File: src/design/rffd_pkg.sv
// Shared types and constants for the mesh relay duplicate-suppression filter.
// Used by rffd_cell and relay_forward_filter_dedup; depends on nothing else.
package rffd_pkg;

    // Cache geometry.
    localparam int CACHE_ENTRIES = 8;
    localparam int SLOT_W        = (CACHE_ENTRIES > 1) ? $clog2(CACHE_ENTRIES) : 1;

    // Field widths.
    localparam int SENDER_W = 24;
    localparam int TIME_W   = 32;
    localparam int TTL_W    = 16;
    localparam int RSSI_W   = 9;
    localparam int JIT_W    = 10;
    localparam int HDR_W    = 8;
    localparam int VEND_W   = 8;
    localparam int ADDR_W   = 16;
    localparam int DEC_W    = 3;

    // Stream and configuration port widths.
    localparam int S_TDATA_W  = 88;
    localparam int M_TDATA_W  = 48;
    localparam int CFG_IDX_W  = 1;
    localparam int CFG_DATA_W = 16;

    // Protocol constants.
    localparam int                 FWD_BIT    = 6;
    localparam logic [TIME_W-1:0]  BASE_DELAY = 32'd500;
    localparam logic [JIT_W-1:0]   JITTER_MOD = 10'd1000;
    localparam logic [RSSI_W-1:0]  RSSI_RESET = 9'h1A4;   // -92 dBm
    localparam logic [TTL_W-1:0]   TTL_RESET  = 16'd10000;

    // Configuration register indexes.
    localparam logic [CFG_IDX_W-1:0] CFG_RSSI_THRESHOLD = 1'd0;
    localparam logic [CFG_IDX_W-1:0] CFG_DEDUP_TTL      = 1'd1;

    // Result codes.
    typedef enum logic [DEC_W-1:0] {
        DEC_NO_FORWARD = 3'd0,
        DEC_BUSY       = 3'd1,
        DEC_TOO_STRONG = 3'd2,
        DEC_DUPLICATE  = 3'd3,
        DEC_QUEUED     = 3'd4,
        DEC_RELEASED   = 3'd5
    } decision_t;

    // Lookup token that walks the cell chain.
    typedef struct packed {
        logic                valid;
        logic                hit;
        logic [SENDER_W-1:0] sender;
        logic [TIME_W-1:0]   now;
    } tok_t;

    // Broadcast write of one cache entry.
    typedef struct packed {
        logic                en;
        logic [SLOT_W-1:0]   slot;
        logic [SENDER_W-1:0] sender;
        logic [TIME_W-1:0]   stamp;
    } cell_wr_t;

endpackage

File: src/design/rffd_cell.sv
// One cache cell: holds a sender id, its time stamp and a valid bit, and
// checks the passing lookup token against them. Depends on rffd_pkg.
module rffd_cell import rffd_pkg::*; (
    input  logic              aclk,
    input  logic              aresetn,
    input  logic [SLOT_W-1:0] cell_idx,
    input  logic [TTL_W-1:0]  ttl,
    input  cell_wr_t          wr,
    input  tok_t              tok_in,
    output tok_t              tok_out
);

    logic                valid_reg;
    logic                valid_next;
    logic [SENDER_W-1:0] sender_reg;
    logic [SENDER_W-1:0] sender_next;
    logic [TIME_W-1:0]   stamp_reg;
    logic [TIME_W-1:0]   stamp_next;
    tok_t                tok_reg;
    tok_t                tok_next;
    logic [TIME_W-1:0]   age;
    logic                match;

    // Entry matches when valid, same sender and wrapping age below the TTL.
    always_comb begin
        age   = tok_in.now - stamp_reg;
        match = valid_reg && (sender_reg == tok_in.sender) &&
                (age < TIME_W'(ttl));
        tok_next     = tok_in;
        tok_next.hit = tok_in.hit | match;
    end

    // Entry update from the broadcast write.
    always_comb begin
        valid_next  = valid_reg;
        sender_next = sender_reg;
        stamp_next  = stamp_reg;
        if (wr.en && (wr.slot == cell_idx)) begin
            valid_next  = 1'b1;
            sender_next = wr.sender;
            stamp_next  = wr.stamp;
        end
    end

    always_ff @(posedge aclk) begin
        if (!aresetn) begin
            valid_reg     <= 1'b0;
            tok_reg.valid <= 1'b0;
        end else begin
            valid_reg     <= valid_next;
            tok_reg.valid <= tok_next.valid;
        end
        sender_reg     <= sender_next;
        stamp_reg      <= stamp_next;
        tok_reg.hit    <= tok_next.hit;
        tok_reg.sender <= tok_next.sender;
        tok_reg.now    <= tok_next.now;
    end

    assign tok_out = tok_reg;

endmodule

File: src/design/relay_forward_filter_dedup.sv
// Top level of the mesh relay duplicate-suppression filter: request
// handling, relay state and the chain of cache cells. Depends on rffd_pkg
// and rffd_cell.
//
// Each input request yields one result. A release, a header without the
// forward flag, a header arriving while a relay is pending and a header
// that is too strong go from acceptance through the EMIT state to the
// registered result. A relay candidate sends a lookup token down the
// row of CACHE_ENTRIES cache cells, one cell per cycle, and waits in the
// SEARCH state until the token leaves the last cell, so the cell
// chain sets that wait. One request is in work at a time; a new request
// is taken while the previous result still waits on the output register.
// On a miss the sender is written round-robin into the cache and the
// result carries the header byte with the forward flag cleared and the
// send time now + 500 + (jitter mod 1000). Configuration writes are taken
// at any edge and must only be issued while the block is idle.
module relay_forward_filter_dedup import rffd_pkg::*; (
    input  logic                  aclk,
    input  logic                  aresetn,
    // Configuration write port.
    input  logic                  cfg_wr_en,
    input  logic [CFG_IDX_W-1:0]  cfg_index,
    input  logic [CFG_DATA_W-1:0] cfg_wdata,
    // Input requests.
    input  logic                  s_tvalid,
    output logic                  s_tready,
    // now_ms[31:0], header_byte0[39:32], vendor_id[47:40],
    // node_address[63:48], rssi_dbm[72:64], jitter_ms[82:73], zero[87:83]
    input  logic [S_TDATA_W-1:0]  s_tdata,
    // operation[0]
    input  logic [0:0]            s_tuser,
    // Results.
    output logic                  m_tvalid,
    input  logic                  m_tready,
    // decision[2:0], relay_byte0[10:3], send_after_ms[42:11], zero[47:43]
    output logic [M_TDATA_W-1:0]  m_tdata
);

    typedef enum logic [2:0] {
        ST_IDLE   = 3'b001,
        ST_SEARCH = 3'b010,
        ST_EMIT   = 3'b100
    } state_t;

    state_t              state_reg, state_next;
    logic [RSSI_W-1:0]   thr_reg, thr_next;
    logic [TTL_W-1:0]    ttl_reg, ttl_next;
    logic                pending_reg, pending_next;
    logic [SLOT_W-1:0]   slot_reg, slot_next;
    decision_t           dec_reg, dec_next;
    logic [TIME_W-1:0]   now_reg, now_next;
    logic [HDR_W-1:0]    hdr_reg, hdr_next;
    logic [SENDER_W-1:0] id_reg, id_next;
    logic [JIT_W-1:0]    jit_reg, jit_next;
    logic                m_valid_reg, m_valid_next;
    decision_t           m_dec_reg, m_dec_next;
    logic [HDR_W-1:0]    m_byte_reg, m_byte_next;
    logic [TIME_W-1:0]   m_send_reg, m_send_next;

    logic                accept;
    logic                out_free;
    logic [TIME_W-1:0]   in_now;
    logic [HDR_W-1:0]    in_hdr;
    logic [VEND_W-1:0]   in_vendor;
    logic [ADDR_W-1:0]   in_addr;
    logic [RSSI_W-1:0]   in_rssi;
    logic [JIT_W-1:0]    in_jit;
    logic                rssi_weak;
    logic [JIT_W-1:0]    jit_red;
    logic [TIME_W-1:0]   send_time;
    logic [HDR_W-1:0]    fwd_mask;
    cell_wr_t            wr;
    tok_t                tok_head;
    tok_t                tok [CACHE_ENTRIES+1];
    logic [CACHE_ENTRIES:0] tok_valid;

    // Input field unpacking.
    assign in_now    = s_tdata[31:0];
    assign in_hdr    = s_tdata[39:32];
    assign in_vendor = s_tdata[47:40];
    assign in_addr   = s_tdata[63:48];
    assign in_rssi   = s_tdata[72:64];
    assign in_jit    = s_tdata[82:73];

    assign s_tready  = (state_reg == ST_IDLE);
    assign accept    = s_tvalid && s_tready;
    assign out_free  = !m_valid_reg || m_tready;
    assign rssi_weak = $signed(in_rssi) < $signed(thr_reg);

    // Send time from the latched request, jitter reduced below 1000.
    always_comb begin
        jit_red   = (jit_reg >= JITTER_MOD) ? (jit_reg - JITTER_MOD) : jit_reg;
        send_time = now_reg + BASE_DELAY + TIME_W'(jit_red);
        fwd_mask  = ~(HDR_W'(1) << FWD_BIT);
    end

    // Token injected into the first cell for a relay candidate.
    always_comb begin
        tok_head.valid  = 1'b0;
        tok_head.hit    = 1'b0;
        tok_head.sender = {in_vendor, in_addr};
        tok_head.now    = in_now;
        if (accept && !s_tuser[0] && in_hdr[FWD_BIT] && !pending_reg && rssi_weak) begin
            tok_head.valid = 1'b1;
        end
    end

    assign tok[0] = tok_head;

    // Request sequencing, relay state and result register.
    always_comb begin
        state_next   = state_reg;
        pending_next = pending_reg;
        slot_next    = slot_reg;
        dec_next     = dec_reg;
        now_next     = now_reg;
        hdr_next     = hdr_reg;
        id_next      = id_reg;
        jit_next     = jit_reg;
        m_valid_next = m_valid_reg && !m_tready;
        m_dec_next   = m_dec_reg;
        m_byte_next  = m_byte_reg;
        m_send_next  = m_send_reg;
        wr.en        = 1'b0;
        wr.slot      = slot_reg;
        wr.sender    = id_reg;
        wr.stamp     = now_reg;
        case (state_reg)
            ST_IDLE: begin
                if (accept) begin
                    now_next   = in_now;
                    hdr_next   = in_hdr;
                    id_next    = {in_vendor, in_addr};
                    jit_next   = in_jit;
                    state_next = ST_EMIT;
                    if (s_tuser[0]) begin
                        dec_next = DEC_RELEASED;
                    end else if (!in_hdr[FWD_BIT]) begin
                        dec_next = DEC_NO_FORWARD;
                    end else if (pending_reg) begin
                        dec_next = DEC_BUSY;
                    end else if (!rssi_weak) begin
                        dec_next = DEC_TOO_STRONG;
                    end else begin
                        state_next = ST_SEARCH;
                    end
                end
            end
            ST_SEARCH: begin
                if (tok[CACHE_ENTRIES].valid) begin
                    dec_next   = tok[CACHE_ENTRIES].hit ? DEC_DUPLICATE : DEC_QUEUED;
                    state_next = ST_EMIT;
                end
            end
            ST_EMIT: begin
                if (out_free) begin
                    m_valid_next = 1'b1;
                    m_dec_next   = dec_reg;
                    m_byte_next  = '0;
                    m_send_next  = '0;
                    state_next   = ST_IDLE;
                    if (dec_reg == DEC_RELEASED) begin
                        pending_next = 1'b0;
                    end
                    if (dec_reg == DEC_QUEUED) begin
                        wr.en        = 1'b1;
                        pending_next = 1'b1;
                        slot_next    = (slot_reg == SLOT_W'(CACHE_ENTRIES - 1)) ?
                                       '0 : slot_reg + SLOT_W'(1);
                        m_byte_next  = hdr_reg & fwd_mask;
                        m_send_next  = send_time;
                    end
                end
            end
            default: begin
                state_next = ST_IDLE;
            end
        endcase
    end

    // Configuration registers.
    always_comb begin
        thr_next = thr_reg;
        ttl_next = ttl_reg;
        if (cfg_wr_en) begin
            case (cfg_index)
                CFG_RSSI_THRESHOLD: thr_next = cfg_wdata[RSSI_W-1:0];
                CFG_DEDUP_TTL:      ttl_next = cfg_wdata[TTL_W-1:0];
                default: begin
                end
            endcase
        end
    end

    always_ff @(posedge aclk) begin
        if (!aresetn) begin
            state_reg   <= ST_IDLE;
            thr_reg     <= RSSI_RESET;
            ttl_reg     <= TTL_RESET;
            pending_reg <= 1'b0;
            slot_reg    <= '0;
            m_valid_reg <= 1'b0;
        end else begin
            state_reg   <= state_next;
            thr_reg     <= thr_next;
            ttl_reg     <= ttl_next;
            pending_reg <= pending_next;
            slot_reg    <= slot_next;
            m_valid_reg <= m_valid_next;
        end
        dec_reg    <= dec_next;
        now_reg    <= now_next;
        hdr_reg    <= hdr_next;
        id_reg     <= id_next;
        jit_reg    <= jit_next;
        m_dec_reg  <= m_dec_next;
        m_byte_reg <= m_byte_next;
        m_send_reg <= m_send_next;
    end

    // Row of cache cells; the lookup token moves one cell per cycle.
    for (genvar i = 0; i < CACHE_ENTRIES; i++) begin : g_cell
        rffd_cell u_cell (
            .aclk     (aclk),
            .aresetn  (aresetn),
            .cell_idx (SLOT_W'(i)),
            .ttl      (ttl_reg),
            .wr       (wr),
            .tok_in   (tok[i]),
            .tok_out  (tok[i+1])
        );
    end

    for (genvar i = 0; i <= CACHE_ENTRIES; i++) begin : g_tokv
        assign tok_valid[i] = tok[i].valid;
    end

    assign m_tvalid = m_valid_reg;
    assign m_tdata  = {5'b0, m_send_reg, m_byte_reg, m_dec_reg};

`ifndef SYNTHESIS
    // Only one lookup is ever in flight along the chain.
    assert property (@(posedge aclk) disable iff (!aresetn)
        $onehot0(tok_valid))
        else $error("more than one lookup token in the cell chain");

    // A token leaves the chain only while a lookup is being waited on.
    assert property (@(posedge aclk) disable iff (!aresetn)
        tok[CACHE_ENTRIES].valid |-> (state_reg == ST_SEARCH))
        else $error("lookup token left the chain outside a search");

    // A relay becomes pending only together with a queued result.
    assert property (@(posedge aclk) disable iff (!aresetn)
        $rose(pending_reg) |-> (m_tvalid && (m_tdata[2:0] == DEC_QUEUED)))
        else $error("relay pending without a queued result");

    // The insert slot stays inside the cache.
    assert property (@(posedge aclk) disable iff (!aresetn)
        32'(slot_reg) < CACHE_ENTRIES)
        else $error("insert slot out of range");
`endif

endmodule

File: config.mk
export PLATFORM = sky130hd
export DESIGN_NAME = relay_forward_filter_dedup
export DESIGN_NICKNAME = d
export VERILOG_FILES = /design/src/design/rffd_pkg.sv /design/src/design/rffd_cell.sv /design/src/design/relay_forward_filter_dedup.sv
export SDC_FILE = /design/constraint.sdc
export NUM_CORES = 2
export LEC_CHECK = 0
export ABC_AREA = 0
export BUFFER_PORTS_ARGS = -buffer_cell sky130_fd_sc_hd__buf_2
export CORE_MARGIN = 4
export CORE_UTILIZATION = 45
export CTS_BUF_LIST = sky130_fd_sc_hd__clkbuf_16
export DETAILED_ROUTE_END_ITERATION = 10
export PLACE_DENSITY = 0.62
export SYNTH_ARGS = -nofsm -noshare
export SYNTH_HDL_FRONTEND = slang
export SYNTH_SLANG_ARGS = --single-unit
File: constraint.sdc
create_clock -name aclk -period 4.8 [get_ports aclk]
set_clock_uncertainty 0.2 [all_clocks]
set_input_delay 0.24 -clock aclk [delete_from_list [all_inputs] [get_ports aclk]]
set_output_delay 0.24 -clock aclk [all_outputs]
set_load 0.01 [all_outputs]
# Word-level counts from Yosys, hierarchy flattened
# Index checks and enable logic that the tools add are counted.
classes:
  addsub: 12
  n_lt_le_gt_ge: 10
  n_eq_ne: 24
  muxes: 26
  bitwise_logic: 8
  n_reduce_logical: 46
op_table:
  columns: ["op", "n"]
  rows:
  - ["$lt A32 B16 Y1", 8]
  - ["$sub A32 B32 Y32", 8]
  - ["$eq A24 B24 Y1", 8]
  - ["$mux W3", 15]
  - ["$add A32 B10 Y32", 1]
  - ["$add A32 B9 Y32 const B", 1]
  - ["$logic_and A1 B1 Y1", 30]
  - ["$eq A3 B3 Y1 const B", 7]
  - ["$ge A10 B10 Y1 const B", 1]
  - ["$mux W10", 1]
  - ["$sub A10 B10 Y10 const B", 1]
  - ["$eq A3 B2 Y1 const B", 3]
  - ["$lt A9 B9 Y1", 1]
  - ["$pmux W3 S3", 1]
  - ["$reduce_and A3 Y1", 3]
  - ["$mux W1", 8]
  - ["$reduce_and A2 Y1", 4]
  - ["$or A1 B1 Y1", 7]
  - ["$eq A3 B1 Y1 const B", 2]
  - ["$pmux W3 S2", 1]
  - ["$ne A5 B5 Y1 const B", 1]
  - ["$logic_not A1 Y1", 4]
  - ["$ne A2 B1 Y1 const B", 2]
  - ["$reduce_and A4 Y1", 1]
  - ["other kinds (6)", 7]
word_totals:
  ff_bits: 1017
  input_bits: 111
  out_inout_bits: 50
  word_cells: 195

# Longest topological paths before layout
depth:
  ltp_word: 7
  depth_mapped: 23
  depth_no_buf: 23

# Modules after synthesis
# Synthesis repeated with hierarchy kept, for this count alone.
unflattened:
  cells_unflattened: 4682
  hier_area_um2: 51294.2
modules_own_cells:
  columns: ["module", "n_inst", "cells_per_inst", "area_per_inst_um2", "seq_area_each_um2"]
  rows:
  - ["rffd_cell (g_cell[3].u_cell ...)", 3, 541, 5738.0, 2862.7]
  - ["relay_forward_filter_dedup", 1, 530, 6516.2, 4204.0]
  - ["rffd_cell (g_cell[1].u_cell)", 1, 524, 5589.1, 2862.7]
  - ["rffd_cell (g_cell[2].u_cell)", 1, 506, 5542.8, 2862.7]
  - ["rffd_cell (g_cell[6].u_cell)", 1, 502, 5530.3, 2862.7]
  - ["rffd_cell (g_cell[7].u_cell)", 1, 494, 5455.2, 2862.7]
  - ["rffd_cell (g_cell[0].u_cell)", 1, 503, 5446.5, 2862.7]

# Worst setup path before layout
# No wires, ideal clock.
synth_path:
  path_type: "reg-to-reg"
  startpoint: "register g_cell[3].u_cell.stamp_reg[1]"
  endpoint: "register g_cell[3].u_cell.tok_reg, in the netlist g_cell[3].u_cell.tok_out[56]"
  setup_ns: 0.101
  arrival_time_ns: 4.235
  required_ns: 4.499
  slack_ns: 0.264
  stages_incl_launch_ff: 23
  path_buffers: 0
  period_less_slack_ns: 4.536
  cell_sequence: "edfxtp_1 inv_1 ha_1 nor2b_1 o2111ai_1 nand3_1 a31o_2 a21o_1 a21o_1 a21o_1 a21o_1 a21oi_1 xnor2_1 ha_1 nand4_1 a211oi_1 o31a_1 a2111oi_0 nand4_1 a211oi_1 nand4_1 a2111o_1 o41ai_1"
synth_lines:
  columns: ["element", "line_no", "text"]
  rows:
  - ["start, declared", "rffd_cell.sv:17", "logic [TIME_W-1:0] stamp_reg;"]
  - ["start signal, assigned", "rffd_cell.sv:54", "stamp_reg <= stamp_next;"]
  - ["end, declared", "rffd_cell.sv:19", "tok_t tok_reg;"]

==> results.yml <==
final_layout:
  largest_reg_flops: 408
  multi_input_area_mm2: 0.02047
  instances_no_fill: 6123
  area_growth_pct: 16.09
  post-route-util_pct: 52.72
  nets: 5159
  drive_gt1_share_pct: 10.86
  fillers: 9137
  design_area_mm2: 0.05566
  regArea_mm2: 0.02599
floorplanning:
  start_util_pct: 45.41
  io_pins: 161
  die_h_um: 334.4
  die-area_mm2: 0.1118
  die_x_um: 334.4
  coreArea_mm2: 0.1056
  num_rows: 119
clock_tree:
  tritoncts: "yes"
  clock_path_buffers: 3
  path_clk_slew_ps: 60
  cts_buffers: 104
  clock-root-buffer: "clkbuf_16"
  clock_sinks: 1015
  h-tree-depth: 3
  clk_latency_ps: 680
synthesis:
  synth_edf_count: 566
  yosysMostFrequentCell: "edfxtp_1"
  synth_top_area_share_pct: 35.45
  avgSynthCellArea_um2: 11.33
  ys_ff_latch: 1015
  yosys.area.top_type: "edfxtp_1"
  syn_area_mm2: 0.04794
  yosysWarnings: 0
  synth_area_leaders: "edfxtp_1 (35%), dfxtp_1 (19%), ha_1 (11%)"
  ys_types: 97
  syn_inst: 4230
  synth-async-reset-ratio_pct: 0
  synth_common_cells: "edfxtp_1 (566), dfxtp_1 (449), ha_1 (403)"
  yosysSeqAreaShare_pct: 54.20
  synth_ff_type: "edfxtp_1"
global_routing:
  antenna_found_initial: 8
  grt-ovfl-total: 0
  grt_max_degree: 58
  grt_use_total_pct: 22.05
  grt_pass1_wl_um: 189700
  grt_pass1_vias: 32640
worst_setup_path:
  critPathKind: "flop to flop"
  crit_chain: "inv_1 > ha_1 > nor2b_4 > o2111ai_2 > nand3_2 > a31o_4 > a21o_1 > a21o_1 > buf_4 > a21o_1 > a21oi_1 > xnor2_1 > ha_1 > nand2_1 > nor2_1 > a211oi_2 > o22ai_1 > a311oi_2 > nand4_1 > a211oi_2 > nand4_1 > a2111o_1 > o41ai_2"
  cpMaxStageDelayCell: "edfxtp_1"
  max_stage_delay_ps: 390
  cpMostUsedCell: "a21o_1"
  path_max_fanout: 3
  path_buf_inv: 2
  crit_arrival_ps: 5220
  critPathTopFamily: "compound AO/OA/AOI/OAI gates"
  cp-end-kind: "flop"
  startpoint_type: "flop"
  cp.required_ps: 5190
routing:
  routed_wl_um: 125800
  drcViolationCount: 0
  vias_per_cell: 5.393
  dr.pass1.iters: 6
  avgRoutedWirePerCell_um: 20.54
  dr.first_iter.drc_count: 2315
  postRouteAntennaNets: 0
  num_vias: 33020
sta:
  whs_ps: 40.00
  hold_viol: 0
  worst_pin_slew_ps: 1005
  setup_slack_ps: -34.82
  finalCritPeriodShare_pct: 100.7
  max_freq_ghz: 0.2068
  slew_headroom_pct: 31.29
  min_period_ps: 4835
  rsz0062_at_grt: "yes"
  slew_viol_final: 0
  finalSetupViolations: 1
placement:
  placed_cell_area_mm2: 0.05101
  portBuffers: 149
  dp_cells: 5805
  dp_hpwl_um: 97670
  gp_congestion: 0.9263
run:
  cap_violations: 0
run_status:
  violations: "setup timing"
  status: "finished, violations left"
power:
  power.density_cell_area_mw_per_mm2: 344.7
  p_leak_uw: 0.02299
  power_uw: 19190
  vdd_drop_max_mv: 0.3305
worst_hold_path:
  hp-class: "input pin to flop"
report_power, final:
group / internal (µW) / switching (µW) / total (µW)
clock network: 4060 / 3380 / 7440
logic: 856 / 1130 / 1990
registers: 9450 / 308 / 9760
layout by cell type (no fill, tap or decap), types with 105 or more instances in the layout:
cell           instances
clkbuf_16            105
xnor2_1              217
nand2_1              259
inv_1                429
buf_4                114
dlygate4sd3_1        112
a21oi_1              256
dfxtp_1              448
nor2_1               207
buf_2                149
edfxtp_1             566
xor2_1               173
o21ai_0              137
ha_1                 400
a21o_1               142
stage by stage:
step	setup TNS [ps]	worst slack [ps]
3_5_place_dp	-1019	-323.1
3_3_place_gp	-696.9	-227.6
4_1_cts	0	8.965
2_1_floorplan	0	263.6
6_report	-34.82	-34.82
5_1_grt	-674.5	-268.5
final cells by class:
type | instances | share of cell area [%]
flip-flops and latches | 1015 | 46.69
multi-input cells | 2743 | 36.77
repair buffers | 378 | 5.000
clock buffers | 105 | 4.721
well taps | 1391 | 3.127
inverters | 394 | 2.657
clock inverters | 90 | 1.003
diodes | 7 | 0.03147
timing repair:
action,4_1_cts,5_1_grt
pin swaps,15,43
endpoints found under the hold margin,165,0
hold buffers,112,0
resized for setup,23,49
setup endpoints to repair,4,7
setup buffers,1,3
path summary, 6_finish.rpt:
path | start | to | slack, ps | cells after the start
worst min register to register | g_cell[5].u_cell.tok_out[0] | g_cell[6].u_cell.tok_out[0] | 140 | 0
worst min-delay path | s_tdata[56] | g_cell[0].u_cell.tok_out[40] | 40 | 2
worst max-delay path | g_cell[3].u_cell.stamp_reg[1] | g_cell[3].u_cell.tok_out[56] | -30 | 23
worst max register to register | g_cell[3].u_cell.stamp_reg[1] | g_cell[3].u_cell.tok_out[56] | -30 | 23
per-layer routing:
metal  track usage, %  vias up  share of wire, %
met3            2.583      207               4.7
li1                 -    16130                 -
met4            7.269        0               3.2
met2            36.76      854                47
met5                0        -                 0
met1            30.13    15840                46
cell families (layout without fill, tap and decap cells):
kind of cell | count (synthesis) | after routing | share of synthesized area [%]
AOI/OAI and AO/OA | 969 | 969 | 13.70
adders and majority gates | 412 | 412 | 10.89
muxes | 23 | 23 | 0.4932
DFF | 1015 | 1015 | 54.20
xor gates and xnor gates | 391 | 391 | 7.143
and+or+nand+nor | 942 | 942 | 9.766
buffers and inverters | 477 | 967 | 3.795
other | 1 | 13 | 0.007822
(Power assumes the default switching activity.)
